===== src/hdl/ordered_slot_list_insert_remove_defines.svh =====
// Assertion macros for the ordered slot list block.
// Used by the top level only; expects clk and rst_n in scope.
`ifndef ORDERED_SLOT_LIST_INSERT_REMOVE_DEFINES_SVH
`define ORDERED_SLOT_LIST_INSERT_REMOVE_DEFINES_SVH

// Same-cycle implication, checked outside reset.
`define OSL_ASSERT_NOW(lbl, ante, cons, msg) \
  lbl: assert property (@(posedge clk) disable iff (!rst_n) (ante) |-> (cons)) else $error(msg);

// Next-cycle implication, checked outside reset.
`define OSL_ASSERT_NEXT(lbl, ante, cons, msg) \
  lbl: assert property (@(posedge clk) disable iff (!rst_n) (ante) |=> (cons)) else $error(msg);

`endif


===== src/hdl/osl_pkg.sv =====
// Shared constants, status codes and types for the ordered slot list.
// No dependencies.
`default_nettype none

package osl_pkg;

  localparam int CAPACITY = 8;
  localparam int ID_W     = 16;
  localparam int STATUS_W = 3;
  localparam int OCC_W    = 4;
  localparam int CNT_W    = $clog2(CAPACITY + 1);
  localparam int IDX_W    = (CAPACITY > 1) ? $clog2(CAPACITY) : 1;

  localparam logic OP_DEPART = 1'b0;
  localparam logic OP_ARRIVE = 1'b1;

  typedef enum logic [STATUS_W-1:0] {
    ST_STORED  = 3'd0,
    ST_PRESENT = 3'd1,
    ST_FULL    = 3'd2,
    ST_REMOVED = 3'd3,
    ST_ABSENT  = 3'd4
  } status_t;

  typedef struct packed {
    logic             we;
    logic [IDX_W-1:0] waddr;
    logic [ID_W-1:0]  wdata;
    logic             re;
    logic [IDX_W-1:0] raddr;
  } mem_req_t;

endpackage

`default_nettype wire


===== src/hdl/osl_slot_mem.sv =====
// Slot storage: one write port and one registered read port.
// Depends on osl_pkg.
`default_nettype none

module osl_slot_mem
  import osl_pkg::*;
(
  input  wire logic            clk,
  input  wire mem_req_t        req,
  output logic [ID_W-1:0]      rd_data
);

  logic [ID_W-1:0] mem [CAPACITY];
  logic [ID_W-1:0] rd_data_r;

  always_ff @(posedge clk) begin
    if (req.we) begin
      mem[req.waddr] <= req.wdata;
    end
  end

  always_ff @(posedge clk) begin
    if (req.re) begin
      rd_data_r <= mem[req.raddr];
    end
  end

  assign rd_data = rd_data_r;

endmodule

`default_nettype wire


===== src/hdl/osl_ctrl.sv =====
// Sequencer for search, append and shift-down over the slot memory,
// with the result output register. Depends on osl_pkg.
`default_nettype none

module osl_ctrl
  import osl_pkg::*;
(
  input  wire logic                clk,
  input  wire logic                rst_n,
  input  wire logic                in_valid,
  output logic                     in_stall,
  input  wire logic                in_operation,
  input  wire logic [ID_W-1:0]     in_item_id,
  output logic                     out_valid,
  input  wire logic                out_stall,
  output logic [STATUS_W-1:0]      out_status,
  output logic [OCC_W-1:0]         out_occupancy,
  output mem_req_t                 mem_req,
  input  wire logic [ID_W-1:0]     mem_rd_data
);

  typedef enum logic [5:0] {
    S_IDLE = 6'b000001,
    S_RD   = 6'b000010,
    S_CMP  = 6'b000100,
    S_SHRD = 6'b001000,
    S_SHWR = 6'b010000,
    S_RESP = 6'b100000
  } state_t;

  state_t               state_r, state_nxt;
  logic [CNT_W-1:0]     count_r, count_nxt;
  logic [CNT_W-1:0]     scan_r, scan_nxt;
  logic                 op_r, op_nxt;
  logic [ID_W-1:0]      id_r, id_nxt;
  status_t              status_r, status_nxt;
  logic                 out_valid_r, out_valid_nxt;
  logic [STATUS_W-1:0]  out_status_r, out_status_nxt;
  logic [OCC_W-1:0]     out_occ_r, out_occ_nxt;
  logic [CNT_W-1:0]     scan_inc;
  logic                 out_free;

  assign scan_inc = scan_r + CNT_W'(1);
  assign out_free = !out_valid_r || !out_stall;

  always_comb begin
    state_nxt      = state_r;
    count_nxt      = count_r;
    scan_nxt       = scan_r;
    op_nxt         = op_r;
    id_nxt         = id_r;
    status_nxt     = status_r;
    out_valid_nxt  = out_valid_r;
    out_status_nxt = out_status_r;
    out_occ_nxt    = out_occ_r;
    mem_req        = '0;

    if (out_valid_r && !out_stall) begin
      out_valid_nxt = 1'b0;
    end

    case (state_r)
      S_IDLE: begin
        if (in_valid) begin
          op_nxt   = in_operation;
          id_nxt   = in_item_id;
          scan_nxt = '0;
          if (in_operation == OP_ARRIVE && count_r >= CNT_W'(CAPACITY)) begin
            status_nxt = ST_FULL;
            state_nxt  = S_RESP;
          end else begin
            state_nxt = S_RD;
          end
        end
      end
      S_RD: begin
        if (scan_r < count_r) begin
          mem_req.re    = 1'b1;
          mem_req.raddr = scan_r[IDX_W-1:0];
          state_nxt     = S_CMP;
        end else if (op_r == OP_ARRIVE) begin
          mem_req.we    = 1'b1;
          mem_req.waddr = count_r[IDX_W-1:0];
          mem_req.wdata = id_r;
          count_nxt     = count_r + CNT_W'(1);
          status_nxt    = ST_STORED;
          state_nxt     = S_RESP;
        end else begin
          status_nxt = ST_ABSENT;
          state_nxt  = S_RESP;
        end
      end
      S_CMP: begin
        if (mem_rd_data == id_r) begin
          if (op_r == OP_ARRIVE) begin
            status_nxt = ST_PRESENT;
            state_nxt  = S_RESP;
          end else begin
            state_nxt = S_SHRD;
          end
        end else begin
          scan_nxt  = scan_inc;
          state_nxt = S_RD;
        end
      end
      S_SHRD: begin
        if (scan_inc < count_r) begin
          mem_req.re    = 1'b1;
          mem_req.raddr = scan_inc[IDX_W-1:0];
          state_nxt     = S_SHWR;
        end else begin
          count_nxt  = count_r - CNT_W'(1);
          status_nxt = ST_REMOVED;
          state_nxt  = S_RESP;
        end
      end
      S_SHWR: begin
        mem_req.we    = 1'b1;
        mem_req.waddr = scan_r[IDX_W-1:0];
        mem_req.wdata = mem_rd_data;
        scan_nxt      = scan_inc;
        state_nxt     = S_SHRD;
      end
      S_RESP: begin
        if (out_free) begin
          out_valid_nxt  = 1'b1;
          out_status_nxt = status_r;
          out_occ_nxt    = OCC_W'(count_r);
          state_nxt      = S_IDLE;
        end
      end
      default: begin
        state_nxt = S_IDLE;
      end
    endcase
  end

  always_ff @(posedge clk) begin
    if (!rst_n) begin
      state_r     <= S_IDLE;
      count_r     <= '0;
      out_valid_r <= 1'b0;
    end else begin
      state_r     <= state_nxt;
      count_r     <= count_nxt;
      out_valid_r <= out_valid_nxt;
    end
  end

  always_ff @(posedge clk) begin
    scan_r       <= scan_nxt;
    op_r         <= op_nxt;
    id_r         <= id_nxt;
    status_r     <= status_nxt;
    out_status_r <= out_status_nxt;
    out_occ_r    <= out_occ_nxt;
  end

  assign in_stall      = (state_r != S_IDLE);
  assign out_valid     = out_valid_r;
  assign out_status    = out_status_r;
  assign out_occupancy = out_occ_r;

endmodule

`default_nettype wire


===== src/hdl/ordered_slot_list_insert_remove.sv =====
// Ordered slot list top level, one status word out per event; uses osl_pkg,
// osl_slot_mem and osl_ctrl. A full reject goes straight to the result register;
// else each held slot is read and compared in turn, a hit ends the search, and a
// removal then moves every later slot down by one. One word is in work at a time;
// the next is taken once the result is registered. Reset clears the count and the
// result valid flag; slots stay undefined until written.
`default_nettype none
`include "ordered_slot_list_insert_remove_defines.svh"

module ordered_slot_list_insert_remove
  import osl_pkg::*;
(
  input  wire logic                clk,
  input  wire logic                rst_n,
  input  wire logic                in_valid,
  output logic                     in_stall,
  input  wire logic                in_operation,
  input  wire logic [ID_W-1:0]     in_item_id,
  output logic                     out_valid,
  input  wire logic                out_stall,
  output logic [STATUS_W-1:0]      out_status,
  output logic [OCC_W-1:0]         out_occupancy
);

  mem_req_t        mem_req;
  logic [ID_W-1:0] mem_rd_data;

  osl_slot_mem u_mem (
    .clk     (clk),
    .req     (mem_req),
    .rd_data (mem_rd_data)
  );

  osl_ctrl u_ctrl (
    .clk           (clk),
    .rst_n         (rst_n),
    .in_valid      (in_valid),
    .in_stall      (in_stall),
    .in_operation  (in_operation),
    .in_item_id    (in_item_id),
    .out_valid     (out_valid),
    .out_stall     (out_stall),
    .out_status    (out_status),
    .out_occupancy (out_occupancy),
    .mem_req       (mem_req),
    .mem_rd_data   (mem_rd_data)
  );

  `OSL_ASSERT_NEXT(a_busy_after_accept, in_valid && !in_stall, in_stall, "not busy after accept")
  `OSL_ASSERT_NOW(a_status_code, out_valid, out_status <= ST_ABSENT, "status out of range")
  `OSL_ASSERT_NOW(a_full_occ, out_valid && out_status == ST_FULL, out_occupancy == OCC_W'(CAPACITY), "full reject")

endmodule

`default_nettype wire


===== config.mk =====
export PLATFORM = sky130hd
export DESIGN_NAME = ordered_slot_list_insert_remove
export DESIGN_NICKNAME = d
export VERILOG_FILES = /design/src/hdl/osl_pkg.sv /design/src/hdl/osl_slot_mem.sv /design/src/hdl/osl_ctrl.sv /design/src/hdl/ordered_slot_list_insert_remove.sv
export VERILOG_INCLUDE_DIRS = /design/src /design/src/hdl
export SDC_FILE = /design/constraint.sdc
export NUM_CORES = 1
export LEC_CHECK = 0
export ABC_AREA = 1
export BUFFER_PORTS_ARGS = -buffer_cell sky130_fd_sc_hd__buf_2
export CORE_MARGIN = 2
export CORE_UTILIZATION = 55
export DETAILED_ROUTE_END_ITERATION = 16
export PLACE_DENSITY = 0.73
export SLEW_MARGIN = 20
export SYNTH_ARGS = -nofsm -noshare
export SYNTH_HDL_FRONTEND = slang
export SYNTH_SLANG_ARGS = --single-unit

===== constraint.sdc =====
create_clock -name clk -period 2.5 [get_ports clk]
set_input_delay 0.5 -clock clk [delete_from_list [all_inputs] [get_ports clk]]
set_output_delay 0.5 -clock clk [all_outputs]
set_load 0.1 [all_outputs]

==> flow_metrics.py <==
metrics = {
    "sta": {
        "period_minus_slack_ns": 2.48,
        "final-setup-viol-count": 0,
        "grt_setup_unrepaired": "yes",
        "worst_slack_ns": 0.0195,
        "tightest_slew_ns": 0.714,
        "clock-skew-final_ns": 0.00754,
        "finalHoldViolations": 0,
        "maxSlewViolCount": 0,
        "max_freq_ghz": 0.403,
        "post-route-period-util": 0.992,
        "holdWs_ns": 0.235,
        "slew-limit-headroom": 0.524,
    },
    "cts": {
        "numCtsBuffers": 17,
        "cts_root_buf": "clkbuf_16",
        "ctsLongestPathBuffers": 2,
        "clock_latency_ns": 0.44,
        "cts_sinks": 186,
        "htreeDepth": 4,
        "clk_pin_slew_worst_paths_ns": 0.07,
        "cts_tree": "done",
        "hold_buffers": 0,
    },
    "synthesis": {
        "yosys_warnings": 0,
        "ys_top_cells_by_area": "edfxtp_1 (60%), nand3_1 (9.4%), nand2_1 (5.8%)",
        "syn_area_um2": 8810,
        "synth_edf_count": 175,
        "yosysTopAreaCell": "edfxtp_1",
        "synth_cell_types": 36,
        "synth.avg_cell_area_um2": 10.8,
        "async_flop_share": 0,
        "synth-main-ff-cell": "edfxtp_1",
        "seq_area_frac_synth": 0.622,
        "synth_top_area_frac": 0.597,
        "syn_nets": 848,
        "netlist_instances": 817,
        "synth_seq_cells": 186,
    },
    "floorplanning": {
        "die_h_um": 131,
        "ioPinCount": 30,
        "die-area_um2": 17000,
        "die_w_um": 131,
        "fp-row-count": 46,
        "floorplan.initialDensity": 0.559,
        "coreArea_um2": 15800,
    },
    "finish": {
        "post-route-util": 0.668,
        "fin_area_um2": 10500,
        "layout-area-overhead-vs-synth_pct": 19.6,
        "final_cell_mix": "edfxtp_1 (175), nand3_1 (165), nand2_1 (131)",
        "nets": 918,
        "insertedDiodeCount": 0,
        "drive_gt1_frac": 0.198,
        "fill_cells": 1161,
        "final_common_cell": "edfxtp_1",
    },
    "power_and_ir_drop": {
        "power_frac_comb": 0.171,
        "switching_share": 0.282,
        "pwr-share-seq": 0.479,
        "p_leak_nw": 4.42,
        "powerDensity_nw_per_um2": 718,
        "intPower_w": 0.00543,
        "net-switching-power_w": 0.00213,
        "vdd_ir_drop_max_mv": 0.572,
        "p_clk_frac": 0.350,
    },
    "global_routing": {
        "antenna_found_initial": 0,
        "grt_max_degree": 39,
        "grtUsageMet1": 0.347,
        "use_met2": 0.385,
        "grt_busiest_layer": "met2",
        "grt-ovfl-total": 0,
        "grt_pass1_vias": 5846,
        "grt_pass1_wl_um": 31100,
        "grt_use_met3": 0.0464,
        "grt.total_usage": 0.247,
    },
    "placement": {
        "place_area_um2": 9430,
        "place_congestion": 0.838,
        "portBuffers": 29,
        "pre_cts_ws_ns": -0.0932,
        "hpwl_um": 12100,
    },
    "worst_setup_path": {
        "critical_path.endpoint": "u_mem.rd_data[6]",
        "path_class": "flop to flop",
        "cp_max_fo": 11,
        "rr_endpoint": "u_mem.rd_data[6]",
        "reg2reg_depth": 15,
        "cp-end-kind": "flop",
        "crit_start": "u_ctrl.scan_r[2]",
        "setup.worst_path.start_class": "flop",
        "worstPathRequired_ns": 2.69,
        "reg2reg_from": "u_ctrl.scan_r[2]",
        "reg2reg_slack_ns": 0.02,
        "cp.arrival_ns": 2.67,
    },
    "route": {
        "avgRoutedWirePerCell_um": 19.3,
        "viasPerCell": 5.76,
        "wirelength_um": 21600,
        "drtPass1Iterations": 7,
        "drt_iter0_drc": 847,
        "drc": 0,
        "final_antenna_net_count": 0,
        "vias": 6429,
    },
    "hold_path": {
        "hold_class": "input pin to flop",
    },
    "run_status": {
        "run_status": "finished, final reports clean",
    },
    "run": {
        "maxCapViolations": 0,
    },
}
-- layout make-up --
cell class	count	area [um2]	area share
clock buffers	17	425	0.0404
clock inverters	15	156	0.0148
inverters	139	527	0.0500
multi-input cells	458	2720	0.258
flip-flops and latches	186	5480	0.520
well taps	216	270	0.0257
repair buffers	85	962	0.0914
-- power by group through the flow --
stage | clock network, W | logic [W] | registers (W)
6_report | 0.00265 | 0.00129 | 0.00362
5_1_grt | 0.00278 | 0.00141 | 0.00363
4_1_cts | 0.00267 | 0.00106 | 0.00361
3_5_place_dp | 0 | 0.00104 | 0.00368
3_3_place_gp | 0 | 0.00103 | 0.00367
2_1_floorplan | 0 | 0.000765 | 0.00365
-- how the worst min path moves through the flow --
stage,start,endpoint,slack [ns],depth (start not counted)
global route,in_item_id[11],u_ctrl.id_r[11],0.22,1
detailed placement,u_ctrl.status_r[2],u_ctrl.out_status[2],0.41,0
global placement,u_ctrl.status_r[1],u_ctrl.out_status[1],0.42,0
CTS,in_item_id[15],u_ctrl.id_r[15],0.23,1
floorplan,u_ctrl.status_r[0],u_ctrl.out_status[0],0.40,0
finish,in_item_id[15],u_ctrl.id_r[15],0.23,1
-- kinds of logic after synthesis --
group | after synthesis | share of synthesized area
and+or+nand+nor | 397 | 0.231
xor gates and xnor gates | 19 | 0.0189
adders and majority gates | 10 | 0.0151
DFF | 186 | 0.622
AOI/OAI and AO/OA | 31 | 0.0257
buffers and inverters | 174 | 0.0883
-- metal layers --
metal | part of all wire | wire length, um
met5 | 0 | 0
met4 | 0.037 | 788
met3 | 0.10 | 2230
met2 | 0.46 | 10000
met1 | 0.40 | 8530
-- sequential cells by signal, summed over array words and instances, names as in the netlist, 3 cells and up --
| register | count |
|---|---|
| u_ctrl.status_r | 3 |
| u_ctrl.count_r | 4 |
| u_ctrl.out_status | 3 |
| u_ctrl.id_r | 16 |
| u_ctrl.scan_r | 4 |
| u_ctrl.state_r | 6 |
| u_ctrl.out_occupancy | 4 |
| u_mem.mem | 128 |
| u_mem.rd_data | 16 |
-- critical path, cell delays in order, from the launching register on --
cell      delay (ns)
edfxtp_1        0.50
buf_6           0.17
xnor2_2         0.15
inv_2           0.07
ha_4            0.22
nand2_2         0.06
inv_2           0.04
nand2_4         0.09
nand3_4         0.19
nand2_8         0.20
buf_12          0.16
nand3_1         0.08
nand3_1         0.07
nand2_1         0.06
nand2_1         0.08
nand2_1         0.08
-- metrics by stage --
| stage | instances | power (W) | setup TNS (ns) |
|---|---|---|---|
| 2_1_floorplan | 817 | 0.00442 | -5.60 |
| 3_3_place_gp | 1063 | 0.00470 | -0.00983 |
| 3_5_place_dp | 1063 | 0.00472 | -1.01 |
| 4_1_cts | 1095 | 0.00734 | 0 |
| 5_1_grt | 1116 | 0.00781 | -3.20 |
| 6_report | 1116 | 0.00756 | 0 |
-- synth_stat cells, types with 3 or more instances --
| master | number |
|---|---|
| a21oi_1 | 9 |
| a22o_1 | 14 |
| buf_2 | 16 |
| buf_4 | 8 |
| buf_6 | 10 |
| dfxtp_1 | 11 |
| edfxtp_1 | 175 |
| ha_1 | 9 |
| inv_1 | 129 |
| inv_2 | 9 |
| nand2_1 | 135 |
| nand2_2 | 9 |
| nand2_4 | 3 |
| nand3_1 | 166 |
| nand3_2 | 3 |
| nand3b_1 | 32 |
| nand4_1 | 7 |
| nor2_1 | 29 |
| nor2_4 | 3 |
| xnor2_1 | 9 |
| xor2_1 | 10 |
-- timing repair --
action | in CTS | in global routing
pin swaps | 0 | 15
buffers inserted | 0 | 10
cloned | 0 | 11
endpoints found under the setup margin | 16 | 110
resized for setup | 3 | 40
Power figures use the tool's default switching activity.
